## src/rtl/core/pal_pkg.sv

```systemverilog
// shared types and constants for the positional array list
`timescale 1ns / 1ps
`default_nettype none

package pal_pkg;

  localparam int CAPACITY_DEF = 16;

  localparam int CMD_W   = 3;
  localparam int POS_W   = 5;
  localparam int VALUE_W = 32;
  localparam int CNT_W   = 5;

  localparam int IN_W  = 40;
  localparam int OUT_W = 48;

  typedef enum logic [CMD_W-1:0] {
    CMD_INSERT = 3'd0,
    CMD_DELETE = 3'd1,
    CMD_GET    = 3'd2,
    CMD_LOCATE = 3'd3,
    CMD_CLEAR  = 3'd4
  } cmd_t;

  typedef enum logic [1:0] {
    SH_NONE   = 2'd0,
    SH_INSERT = 2'd1,
    SH_DELETE = 2'd2
  } shift_t;

  typedef enum logic [1:0] {
    HM_NONE  = 2'd0,
    HM_POS   = 2'd1,
    HM_MATCH = 2'd2
  } hit_t;

  // broadcast from the controller to every cell
  typedef struct packed {
    shift_t shift;
    hit_t   mode;
    logic   load;
  } cell_ctrl_t;

endpackage

`default_nettype wire

```

## src/rtl/core/positional_array_list.sv

```systemverilog
// Positional array list: fixed-capacity ordered list of signed 32-bit values.
//
// Commands arrive on the s_* stream, one transfer per command; each command
// gives exactly one result transfer on the m_* stream.
// Commands: insert at a 1-based position, delete at a position (returns the
// removed value), get by position, locate the first position of a value,
// clear. Bad positions, an insert into a full list and unknown commands give
// status 1. Every result carries the new length and an empty flag.
//
// After its transfer a command passes through execute (all cells shift and
// capture), then a scan in which the hit chain walks down the row of cells,
// then done, in which the result is loaded into the output register. The next
// command is taken once the previous one has left the cell row, so the block
// does not take a new command before the last result has been loaded.
// A result waiting in the output register does not stop the next command from
// being taken; if the receiver stalls, the following result waits in the
// cells until the output register is free.
// Reset empties the list and drops any pending result.
`timescale 1ns / 1ps
`default_nettype none

module positional_array_list #(
  parameter int CAPACITY = pal_pkg::CAPACITY_DEF
) (
  input  wire                      clk,
  input  wire                      rst,
  input  wire                      s_tvalid,
  output logic                     s_tready,
  // command[2:0], position[7:3], value[39:8]
  input  wire [pal_pkg::IN_W-1:0]  s_tdata,
  output logic                     m_tvalid,
  input  wire                      m_tready,
  // status[0], data_out[32:1], found_position[37:33], count[42:38],
  // is_empty[43], zero[47:44]
  output logic [pal_pkg::OUT_W-1:0] m_tdata
);
  import pal_pkg::*;

  localparam int IW = (CAPACITY > 1) ? $clog2(CAPACITY) : 1;
  localparam int CW = $clog2(CAPACITY + 1);
  localparam int PW = ((CW > POS_W) ? CW : POS_W) + 1;

  typedef enum logic [3:0] {
    ST_IDLE = 4'b0001,
    ST_EXEC = 4'b0010,
    ST_SCAN = 4'b0100,
    ST_DONE = 4'b1000
  } state_t;

  state_t state;
  logic [IW-1:0] scan_cnt;

  logic [CMD_W-1:0]   cmd_q;
  logic [POS_W-1:0]   pos_q;
  logic [VALUE_W-1:0] val_q;

  logic [CW-1:0] fill_count;
  logic [CW-1:0] fill_count_next;
  logic          res_status;
  logic          res_status_next;
  logic          res_locate;

  cell_ctrl_t    ctrl;
  logic [IW-1:0] tgt;
  logic [PW-1:0] pos_ext;
  logic [PW-1:0] cnt_ext;
  logic          ins_ok;
  logic          rd_ok;

  logic [VALUE_W-1:0] entry_w   [CAPACITY];
  logic [VALUE_W-1:0] left_w    [CAPACITY];
  logic [VALUE_W-1:0] right_w   [CAPACITY];
  logic               chain_hit [CAPACITY+1];
  logic [IW-1:0]      chain_idx [CAPACITY+1];
  logic [VALUE_W-1:0] chain_data[CAPACITY+1];

  logic               out_status;
  logic [VALUE_W-1:0] out_data;
  logic [CNT_W-1:0]   out_found;
  logic [CNT_W-1:0]   out_count;
  logic               out_empty;
  logic               out_load;

  assign s_tready = (state == ST_IDLE);
  assign out_load = (state == ST_DONE) && (!m_tvalid || m_tready);

  // position checks against the length before the command
  assign pos_ext = PW'(pos_q);
  assign cnt_ext = PW'(fill_count);
  assign ins_ok  = (pos_q != '0) && (pos_ext <= cnt_ext + PW'(1))
                && (cnt_ext < PW'(CAPACITY));
  assign rd_ok   = (pos_q != '0) && (pos_ext <= cnt_ext);
  assign tgt     = IW'(pos_ext - PW'(1));

  always_comb begin
    ctrl            = '{shift: SH_NONE, mode: HM_NONE, load: 1'b0};
    fill_count_next = fill_count;
    res_status_next = 1'b0;
    if (state == ST_EXEC) begin
      ctrl.load = 1'b1;
      case (cmd_q)
        CMD_INSERT: begin
          if (ins_ok) begin
            ctrl.shift      = SH_INSERT;
            fill_count_next = fill_count + CW'(1);
          end else begin
            res_status_next = 1'b1;
          end
        end
        CMD_DELETE: begin
          if (rd_ok) begin
            ctrl.shift      = SH_DELETE;
            ctrl.mode       = HM_POS;
            fill_count_next = fill_count - CW'(1);
          end else begin
            res_status_next = 1'b1;
          end
        end
        CMD_GET: begin
          if (rd_ok) begin
            ctrl.mode = HM_POS;
          end else begin
            res_status_next = 1'b1;
          end
        end
        CMD_LOCATE: ctrl.mode = HM_MATCH;
        CMD_CLEAR:  fill_count_next = '0;
        default:    res_status_next = 1'b1;
      endcase
    end
  end

  always_ff @(posedge clk) begin
    if (rst) begin
      state      <= ST_IDLE;
      scan_cnt   <= '0;
      fill_count <= '0;
    end else begin
      case (state)
        ST_IDLE: begin
          if (s_tvalid) begin
            state <= ST_EXEC;
          end
        end
        ST_EXEC: begin
          fill_count <= fill_count_next;
          scan_cnt   <= '0;
          state      <= (CAPACITY > 1) ? ST_SCAN : ST_DONE;
        end
        ST_SCAN: begin
          if (scan_cnt == IW'(CAPACITY - 2)) begin
            state <= ST_DONE;
          end
          scan_cnt <= scan_cnt + IW'(1);
        end
        ST_DONE: begin
          if (out_load) begin
            state <= ST_IDLE;
          end
        end
        default: state <= ST_IDLE;
      endcase
    end
  end

  always_ff @(posedge clk) begin
    if (s_tvalid && s_tready) begin
      cmd_q <= s_tdata[2:0];
      pos_q <= s_tdata[7:3];
      val_q <= s_tdata[39:8];
    end
    if (state == ST_EXEC) begin
      res_status <= res_status_next;
      res_locate <= (cmd_q == CMD_LOCATE);
    end
  end

  // row of cells
  assign chain_hit[CAPACITY]  = 1'b0;
  assign chain_idx[CAPACITY]  = '0;
  assign chain_data[CAPACITY] = '0;

  for (genvar i = 0; i < CAPACITY; i++) begin : g_cell
    if (i == 0) begin : g_first
      assign left_w[i] = '0;
    end else begin : g_mid
      assign left_w[i] = entry_w[i-1];
    end
    if (i == CAPACITY - 1) begin : g_last
      assign right_w[i] = '0;
    end else begin : g_inner
      assign right_w[i] = entry_w[i+1];
    end

    pal_cell #(
      .CAPACITY (CAPACITY),
      .IDX      (i)
    ) u_cell (
      .clk      (clk),
      .rst      (rst),
      .ctrl     (ctrl),
      .tgt      (tgt),
      .count    (fill_count),
      .value    (val_q),
      .left     (left_w[i]),
      .right    (right_w[i]),
      .entry    (entry_w[i]),
      .in_hit   (chain_hit[i+1]),
      .in_idx   (chain_idx[i+1]),
      .in_data  (chain_data[i+1]),
      .out_hit  (chain_hit[i]),
      .out_idx  (chain_idx[i]),
      .out_data (chain_data[i])
    );
  end

  // output register
  always_ff @(posedge clk) begin
    if (rst) begin
      m_tvalid <= 1'b0;
    end else if (out_load) begin
      m_tvalid <= 1'b1;
    end else if (m_tready) begin
      m_tvalid <= 1'b0;
    end
  end

  always_ff @(posedge clk) begin
    if (out_load) begin
      out_status <= res_status;
      out_data   <= (chain_hit[0] && !res_locate) ? chain_data[0] : '0;
      out_found  <= (chain_hit[0] && res_locate)
                    ? CNT_W'(CW'(chain_idx[0]) + CW'(1)) : '0;
      out_count  <= CNT_W'(fill_count);
      out_empty  <= (fill_count == '0);
    end
  end

  assign m_tdata = {4'b0000, out_empty, out_count, out_found, out_data, out_status};

  // the length never passes the capacity
  a_count_bound: assert property (@(posedge clk) disable iff (rst)
    fill_count <= CW'(CAPACITY))
    else $error("fill count above capacity");

  // the length only moves in the cycle the cells execute
  a_count_hold: assert property (@(posedge clk) disable iff (rst)
    (state != ST_EXEC) |=> $stable(fill_count))
    else $error("fill count changed outside execute");

  // an insert into a full list is refused
  a_full_insert: assert property (@(posedge clk) disable iff (rst)
    (state == ST_EXEC && cmd_q == CMD_INSERT && fill_count == CW'(CAPACITY))
    |=> (res_status && $stable(fill_count)))
    else $error("insert into full list not refused");

  // an accepted command goes straight to execute
  a_accept_exec: assert property (@(posedge clk) disable iff (rst)
    (s_tvalid && s_tready) |=> (state == ST_EXEC))
    else $error("accepted command did not execute");

  // a result is only loaded when the output register is free
  a_no_overwrite: assert property (@(posedge clk) disable iff (rst)
    (m_tvalid && !m_tready) |-> !out_load)
    else $error("pending result overwritten");

endmodule

`default_nettype wire

```

## src/rtl/core/pal_cell.sv

```systemverilog
// one list cell: holds an entry, shifts with its neighbors, and forwards the hit chain
`timescale 1ns / 1ps
`default_nettype none

module pal_cell #(
  parameter int CAPACITY = pal_pkg::CAPACITY_DEF,
  parameter int IDX = 0,
  localparam int IW = (CAPACITY > 1) ? $clog2(CAPACITY) : 1,
  localparam int CW = $clog2(CAPACITY + 1)
) (
  input  wire                        clk,
  input  wire                        rst,
  input  pal_pkg::cell_ctrl_t        ctrl,
  input  wire [IW-1:0]               tgt,
  input  wire [CW-1:0]               count,
  input  wire [pal_pkg::VALUE_W-1:0] value,
  input  wire [pal_pkg::VALUE_W-1:0] left,
  input  wire [pal_pkg::VALUE_W-1:0] right,
  output logic [pal_pkg::VALUE_W-1:0] entry,
  input  wire                        in_hit,
  input  wire [IW-1:0]               in_idx,
  input  wire [pal_pkg::VALUE_W-1:0] in_data,
  output logic                       out_hit,
  output logic [IW-1:0]              out_idx,
  output logic [pal_pkg::VALUE_W-1:0] out_data
);
  import pal_pkg::*;

  localparam logic [IW-1:0] MY_IDX = IW'(IDX);
  localparam logic [CW-1:0] MY_CNT = CW'(IDX);

  logic hit_local;

  always_comb begin
    hit_local = 1'b0;
    case (ctrl.mode)
      HM_POS:   hit_local = (MY_IDX == tgt);
      HM_MATCH: hit_local = (MY_CNT < count) && (entry == value);
      default:  hit_local = 1'b0;
    endcase
  end

  // entry storage, no reset: only slots below the fill count are ever read
  always_ff @(posedge clk) begin
    case (ctrl.shift)
      SH_INSERT: begin
        if (MY_IDX == tgt) begin
          entry <= value;
        end else if (MY_IDX > tgt) begin
          entry <= left;
        end
      end
      SH_DELETE: begin
        if (MY_IDX >= tgt) begin
          entry <= right;
        end
      end
      default: ;
    endcase
  end

  // hit chain: a cell with no hit takes the hit held by its right neighbor, so the lowest hit walks toward cell 0
  always_ff @(posedge clk) begin
    if (rst) begin
      out_hit <= 1'b0;
    end else if (ctrl.load) begin
      out_hit <= hit_local;
    end else if (!out_hit) begin
      out_hit <= in_hit;
    end
  end

  always_ff @(posedge clk) begin
    if (ctrl.load) begin
      out_idx  <= MY_IDX;
      out_data <= entry;
    end else if (!out_hit) begin
      out_idx  <= in_idx;
      out_data <= in_data;
    end
  end

endmodule

`default_nettype wire
```

## config.mk

```make
export PLATFORM = sky130hd
export DESIGN_NAME = positional_array_list
export DESIGN_NICKNAME = d
export VERILOG_FILES = /design/src/rtl/core/pal_pkg.sv /design/src/rtl/core/positional_array_list.sv /design/src/rtl/core/pal_cell.sv
export SDC_FILE = /design/constraint.sdc
export NUM_CORES = 2
export LEC_CHECK = 0
export BUFFER_PORTS_ARGS = -buffer_cell sky130_fd_sc_hd__buf_4
export CAP_MARGIN = 15
export CORE_AREA = 2 2 391 393
export DETAILED_ROUTE_END_ITERATION = 8
export DIE_AREA = 0 0 393 395
export SKIP_LAST_GASP = 1
export SYNTH_ARGS = -nofsm -noshare
export SYNTH_HDL_FRONTEND = slang
export SYNTH_SLANG_ARGS = --single-unit
```

## constraint.sdc

```tcl
create_clock -name clk -period 13.52 [get_ports clk]
set_clock_uncertainty 0.2 [all_clocks]
set_input_delay 1.352 -clock clk [delete_from_list [all_inputs] [get_ports clk]]
set_output_delay 1.352 -clock clk [all_outputs]
set_load 0.01 [all_outputs]
```

# Word-level counts from Yosys, hierarchy flattened
# Index checks and enable logic that the tools add are counted.
[word_totals]
regBits = 1204
wordCells = 449
[classes]
addsub = 6
magnitude_cmp = 51
eq_ne = 97
mux = 163
n_reduce_logical = 54
[ops]
columns = ["op", "count"]
rows = [
  ["$mux 32", 80],
  ["$pmux 32 s2", 16],
  ["$eq 32x32->1", 16],
  ["$reduce_and 3->1", 17],
  ["$ne 3x1->1 const B", 16],
  ["$ne 2x2->1 const B", 21],
  ["$lt 4x5->1 const A", 8],
  ["$mux 1", 38],
  ["$eq 4x4->1 const A", 8],
  ["$ge 4x4->1 const A", 8],
  ["$gt 4x4->1 const A", 8],
  ["$ne 2x1->1 const B", 16],
  ["$pmux 1 s2", 16],
  ["$logic_and 1x1->1", 23],
  ["$lt 3x5->1 const A", 4],
  ["$eq 3x4->1 const A", 4],
  ["$ge 3x4->1 const A", 4],
  ["$gt 3x4->1 const A", 4],
  ["$mux 4", 4],
  ["$pmux 4 s4", 1],
  ["$mux 5", 3],
  ["$pmux 5 s3", 1],
  ["$lt 1x5->1 const A", 2],
  ["$lt 2x5->1 const A", 2],
  ["38 further kinds", 51],
]

# Depth between registers and ports, before layout
[logic_depth]
ltp_word = 10
mapped_depth = 19

# Hierarchy
# From an unflattened synthesis, not the netlist that was laid out.
[hier_totals]
cells_unflattened = 4782
area_unflattened_um2 = 62367.3
[by_module_without_submodules]
columns = ["mod", "n_inst", "cells_each", "area_per_inst_um2", "seq_area_each_um2"]
rows = [
  ["pal_cell (g_cell[11].u_cell ...)", 2, 281, 3611.0, 2021.9],
  ["positional_array_list", 1, 302, 4259.1, 2862.7],
  ["pal_cell (g_cell[2].u_cell)", 1, 279, 3659.8, 2021.9],
  ["pal_cell (g_cell[3].u_cell)", 1, 279, 3658.5, 2021.9],
  ["pal_cell (g_cell[8].u_cell)", 1, 280, 3657.3, 2021.9],
  ["pal_cell (g_cell[1].u_cell)", 1, 281, 3651.0, 2021.9],
  ["pal_cell (g_cell[4].u_cell)", 1, 281, 3643.5, 2021.9],
  ["pal_cell (g_cell[5].u_cell)", 1, 279, 3643.5, 2021.9],
  ["pal_cell (g_cell[10].u_cell)", 1, 282, 3642.2, 2021.9],
  ["pal_cell (g_cell[12].u_cell)", 1, 281, 3641.0, 2021.9],
  ["pal_cell (g_cell[0].u_cell)", 1, 279, 3639.7, 2021.9],
  ["pal_cell (g_cell[9].u_cell)", 1, 281, 3637.2, 2021.9],
  ["pal_cell (g_cell[13].u_cell)", 1, 281, 3633.5, 2021.9],
  ["pal_cell (g_cell[6].u_cell)", 1, 279, 3632.2, 2021.9],
  ["+2 rows", "--", "--", "--", "--"],
]

# Worst setup path after synthesis
# Ideal clock, no wire load.
[synth_timing]
path_type = "reg-to-reg"
startpoint = "register fill_count[1]"
endpoint = "register g_cell[12].u_cell.entry[0] in the netlist's numbering, enable pin"
setup_ns = 0.388
arrival_time_ns = 5.548
setup_slack_ns = 7.385
stages_incl_launch_ff = 19
n_path_buf = 4
cell_sequence = "dfxtp_1 clkbuf_1 inv_1 ha_1 inv_1 ha_1 nor2b_1 o211ai_1 a221oi_1 nor3_1 and3_1 inv_1 ha_1 clkbuf_1 clkbuf_1 clkbuf_1 or2_2 a21oi_1 a21o_1"
[synth_between]
elab_chain_len = 10
word_cells_on_any_way = 17
[synth_rtl]
columns = ["element", "line_no", "rtl"]
rows = [
  ["start, declared", "positional_array_list.sv:57", "logic [CW-1:0] fill_count;"],
  ["start signal, assigned", "positional_array_list.sv:146", "fill_count <= fill_count_next;"],
  ["$add 5x1->6", "positional_array_list.sv:90", "assign ins_ok = (pos_q != '0) && (pos_ext <= cnt_ext + PW'(1))"],
  ["$le 5x6->1", "positional_array_list.sv:90", ""],
  ["$logic_and 1x1->1", "positional_array_list.sv:90", ""],
  ["$logic_and 1x1->1", "positional_array_list.sv:91", "&& (cnt_ext < PW'(CAPACITY));"],
  ["$mux 1", "positional_array_list.sv:103", "if (ins_ok) begin"],
  ["$pmux 2 s2 (*)", "positional_array_list.sv:101", "case (cmd_q)"],
  ["$mux 5 (*)", "positional_array_list.sv:99", "if (state == ST_EXEC) begin"],
  ["$eq 2x1->1 / $eq 2x2->1 (equally long branches)", "pal_cell.sv:45", "case (ctrl.shift)"],
  ["$ne 3x1->1 (no source line), or another cell as far along", "--", ""],
  ["$reduce_and 3->1 (no source line) (*)", "--", ""],
  ["end signal, assigned", "pal_cell.sv:48", "entry <= value;"],
  ["end signal, assigned", "pal_cell.sv:50", "entry <= left;"],
  ["end signal, assigned", "pal_cell.sv:55", "entry <= right;"],
  ["end, declared", "pal_cell.sv:19", "output logic [pal_pkg::VALUE_W-1:0] entry,"],
]
# Every way passes the cells marked *; elsewhere a longest branch is shown, timed or not.
# A chain may end at the register's enable or synchronous reset.

# Worst setup path after layout
[layout_timing]
startpoint = "register fill_count[4]"
endpoint = "register g_cell[3].u_cell.entry[14] in the netlist's numbering, data pin"
[layout_between]
elab_chain_len = 9
word_cells_on_any_way = 14
[layout_rtl]
columns = ["element", "line_no"]
rows = [
  ["$add 5x1->6", "positional_array_list.sv:90"],
  ["$le 5x6->1", "positional_array_list.sv:90"],
  ["$logic_and 1x1->1", "positional_array_list.sv:90"],
  ["$logic_and 1x1->1", "positional_array_list.sv:91"],
  ["$mux 1", "positional_array_list.sv:103"],
  ["$pmux 2 s2 (*)", "positional_array_list.sv:101"],
  ["$mux 5 (*)", "positional_array_list.sv:99"],
  ["$eq 2x2->1 / $eq 2x1->1 (equally long branches)", "pal_cell.sv:45"],
  ["$pmux 32 s2 (*)", "pal_cell.sv:45"],
  ["end signal, assigned", "pal_cell.sv:48"],
  ["end signal, assigned", "pal_cell.sv:50"],
  ["end signal, assigned", "pal_cell.sv:55"],
  ["end, declared", "pal_cell.sv:19"],
]
# Marked as above.

==> metrics.yaml <==
power_frac_clock_pct: 31.4
ioPinCount: 94
nFillCells: 14100
p_seq_share_pct: 46.7
dieHeight_um: 395
place_hpwl_um: 132000
ys_ff_latch: 1197
setup_violations: 0
route.met2.wl_um: 92600
antenna_found_initial: 2
synth_compound_area_share_pct: 5.58
grt_pass1_wl_um: 289000
clk_latency_ps: 800
path_cells: "inv_1, ha_1, nand4_1, or2_2, a21oi_1, and2_1, nand2_1, inv_1, ha_4, buf_4, buf_4, o21ai_0"
nNetsFinal: 5700
p_sw_w: 0.00354
synthArstFlopShare_pct: 0
tightestPinTransition_ps: 1260
drcViolationCount: 0
synth_top_family_by_area: "simple AND/OR/NAND/NOR gates"
stdcell_area_um2: 66700
cts_made_buffers: 134
synth_fa_ha_area_share_pct: 0.538
vias_per_cell: 5.52
end_kind: "flop"
critPathArrivalTime_ps: 6440
fmax_mhz: 162
grt-ovfl-total: 0
power_density_nw_per_um2: 169
power_leakage_nw: 27.3
synth_warnings: 0
worstSetupPathType: "flop to flop"
wl_met3_um: 17400
grt_setup_unrepaired: "no"
synth_cell_types: 55
slew_viol_final: 0
synth_area_leaders: "edfxtp_1 56%, nand2_1 13%, mux2i_1 8.3%"
die_width_um: 393
hp-class: "flop to flop"
post_cts_buffers: 0
cap_violations: 0
clock_sinks: 1197
drt_wl_total_um: 200000
cts_buffer_depth: 3
ys.flop_type: "edfxtp_1"
rows: 143
gr-usage-all-layers_pct: 25.4
muxShareOfSynthArea_pct: 8.31
gp_congestion: 0.893
critPathMaxFanout: 115
cts_tree: "done"
yosys.area_share.simple_pct: 16.3
final_util_pct: 44.1
cts-root-buf: "clkbuf_16"
routedWlPerCell_um: 25.7
synth_xor_area_share_pct: 7.65
clkSlewWorstSetupHoldPaths_ps: 60
vias: 42900
cts_resized: 0
slew_headroom_pct: 16.2
slowest_delay_ps: 1000
htreeDepth: 4
period_needed_ps: 6170
status: "finished clean"
grt_pass1_vias: 41000
start_util_pct: 39.7
drt_iter0_drc: 5264
drive_gt1_share_pct: 7.39
dr.max_layer_used: "met5"
finalPower_w: 0.0113
synth_edf_count: 1110
synthesis.area_per_instance_um2: 10.4
critPathLaunchType: "flop"
drt-met1-wl_um: 80500
pwr-share-comb_pct: 21.8
synth.cell_area_um2: 60000
placed_area_um2: 62600
dr.pass1.iters: 6
yosys.area.top_type: "edfxtp_1"
holdBufCountCts: 0
slowest_stage: "buf_4"
seq_area_frac_synth_pct: 58.5
p_int_w: 0.00776
seqCellArea_um2: 35100
required_ps: 13800
switching_share_pct: 31.3
holdWs_ps: 248
post-route-period-util_pct: 45.6
portBuffers: 89
core_um2: 151000
synthCells: 5740
dieArea_um2: 155000
yosysTopAreaCellShare_pct: 55.6
multi_input_area_um2: 23300
ir_drop_v: 0.000127
area_delta_synth_final_pct: 11.3
grt_max_degree: 281
antenna_left: 0
hold_viol: 0
tns_ps: 0
## worst max-delay path: cells and delay by family (launching register included)
family                   cells  cell delay (ps)
buffers and inverters        4             2330
AO/OA/AOI/OAI                2              560
AND/OR/NAND/NOR              4              710
flip-flops                   1              660
adder cells (fa/ha/maj)      2             1270
## power by group through the flow
stage,clock network (W),registers [W],logic (W)
6_report,0.00355,0.00528,0.00247
4_1_cts,0.00358,0.00528,0.00244
3_3_place_gp,0,0.00535,0.00241
3_5_place_dp,0,0.00536,0.00244
2_1_floorplan,0,0.00518,0.00166
5_1_grt,0.00372,0.00534,0.00267
## sequential cells by signal, summed over array words and instances (netlist names), 16 cells and up
| register | flops |
|---|---|
| g_cell.u_cell.entry | 512 |
| g_cell.u_cell.out_data | 512 |
| g_cell.u_cell.out_hit | 16 |
| g_cell.u_cell.out_idx | 57 |
| out_data | 32 |
| val_q | 32 |
## Yosys cell counts (3+ instances only)
| cell | instances |
|---|---|
| nand2_1 | 2024 |
| edfxtp_1 | 1110 |
| mux2i_1 | 498 |
| o21ai_0 | 464 |
| clkbuf_1 | 359 |
| xnor2_1 | 262 |
| xor2_1 | 262 |
| dfxtp_1 | 87 |
| nand4_1 | 86 |
| nor4_1 | 82 |
| nor2_1 | 70 |
| and2_1 | 69 |
| a21oi_1 | 58 |
| buf_2 | 47 |
| buf_1 | 41 |
| a22o_1 | 34 |
| nand3_1 | 29 |
| ha_1 | 25 |
| inv_1 | 19 |
| nand2b_1 | 13 |
| a31oi_1 | 11 |
| nor3_1 | 10 |
| a41oi_1 | 8 |
| buf_4 | 6 |
| and3_1 | 5 |
| nor2b_1 | 5 |
| o21ai_1 | 5 |
| a211oi_1 | 4 |
| o211ai_1 | 4 |
| o31ai_1 | 4 |
| a2111oi_0 | 3 |
| a211o_1 | 3 |
| or2_2 | 3 |
## cell type report
type | instances | share of cell area, %
Clock buffer | 185 | 5.52
Tap cell | 2030 | 3.81
Timing Repair Buffer | 205 | 2.38
Multi-Input combinational cell | 4074 | 34.9
Sequential cell | 1197 | 52.6
Inverter | 19 | 0.118
Clock inverter | 58 | 0.705
Antenna cell | 1 | 0.00375
## per-stage QoR
stage | cells | setup slack, ps
2_1_floorplan | 5743 | 7380
3_3_place_gp | 7525 | 7530
3_5_place_dp | 7525 | 7450
4_1_cts | 7768 | 7440
5_1_grt | 7769 | 6980
6_report | 7769 | 7350
## per-layer routing
layer,vias up,track usage (%)
li1,19500,-
met1,20700,34.1
met3,417,4.33
met2,2234,40.1
met4,2,11.5
met5,-,0
## final timing paths
path                            slack (ps)     startpoint                          to  depth (start not counted)
worst min-delay path                   250     res_status                  out_status                          0
worst max register to register        7350  fill_count[4]  g_cell[3].u_cell.entry[14]                         12
worst min register to register         250     res_status                  out_status                          0
worst max-delay path                  7350  fill_count[4]  g_cell[3].u_cell.entry[14]                         12
## layout by cell type, fill, tap and decap left out, types with 5 or more instances in the layout
master and instances:
a21oi_1 49, a21oi_4 9, a22o_1 34, a31oi_1 9, a41oi_1 8, and2_1 67, and3_1 5, buf_4 201
bufinv_16 5, clkbuf_1 43, clkbuf_16 139, clkinv_1 20, clkinv_2 19, dfxtp_1 87, edfxtp_1 1110, ha_1 24
inv_1 18, inv_6 6, mux2i_1 498, nand2_1 2016, nand2_2 8, nand2b_1 12, nand3_1 26, nand4_1 86
nor2_1 66, nor3_1 10, nor4_1 82, o21ai_0 464, o21ai_1 5, xnor2_1 262, xor2_1 262
## kinds of logic after synthesis
kind of cell / Yosys count
xor+xnor: 524
simple gates: 2408
flops: 1197
other cells: 1
fa+ha+maj: 26
mux: 498
compound gates: 614
buf+inv: 472
Note: power is estimated with default switching activity, not from simulation.
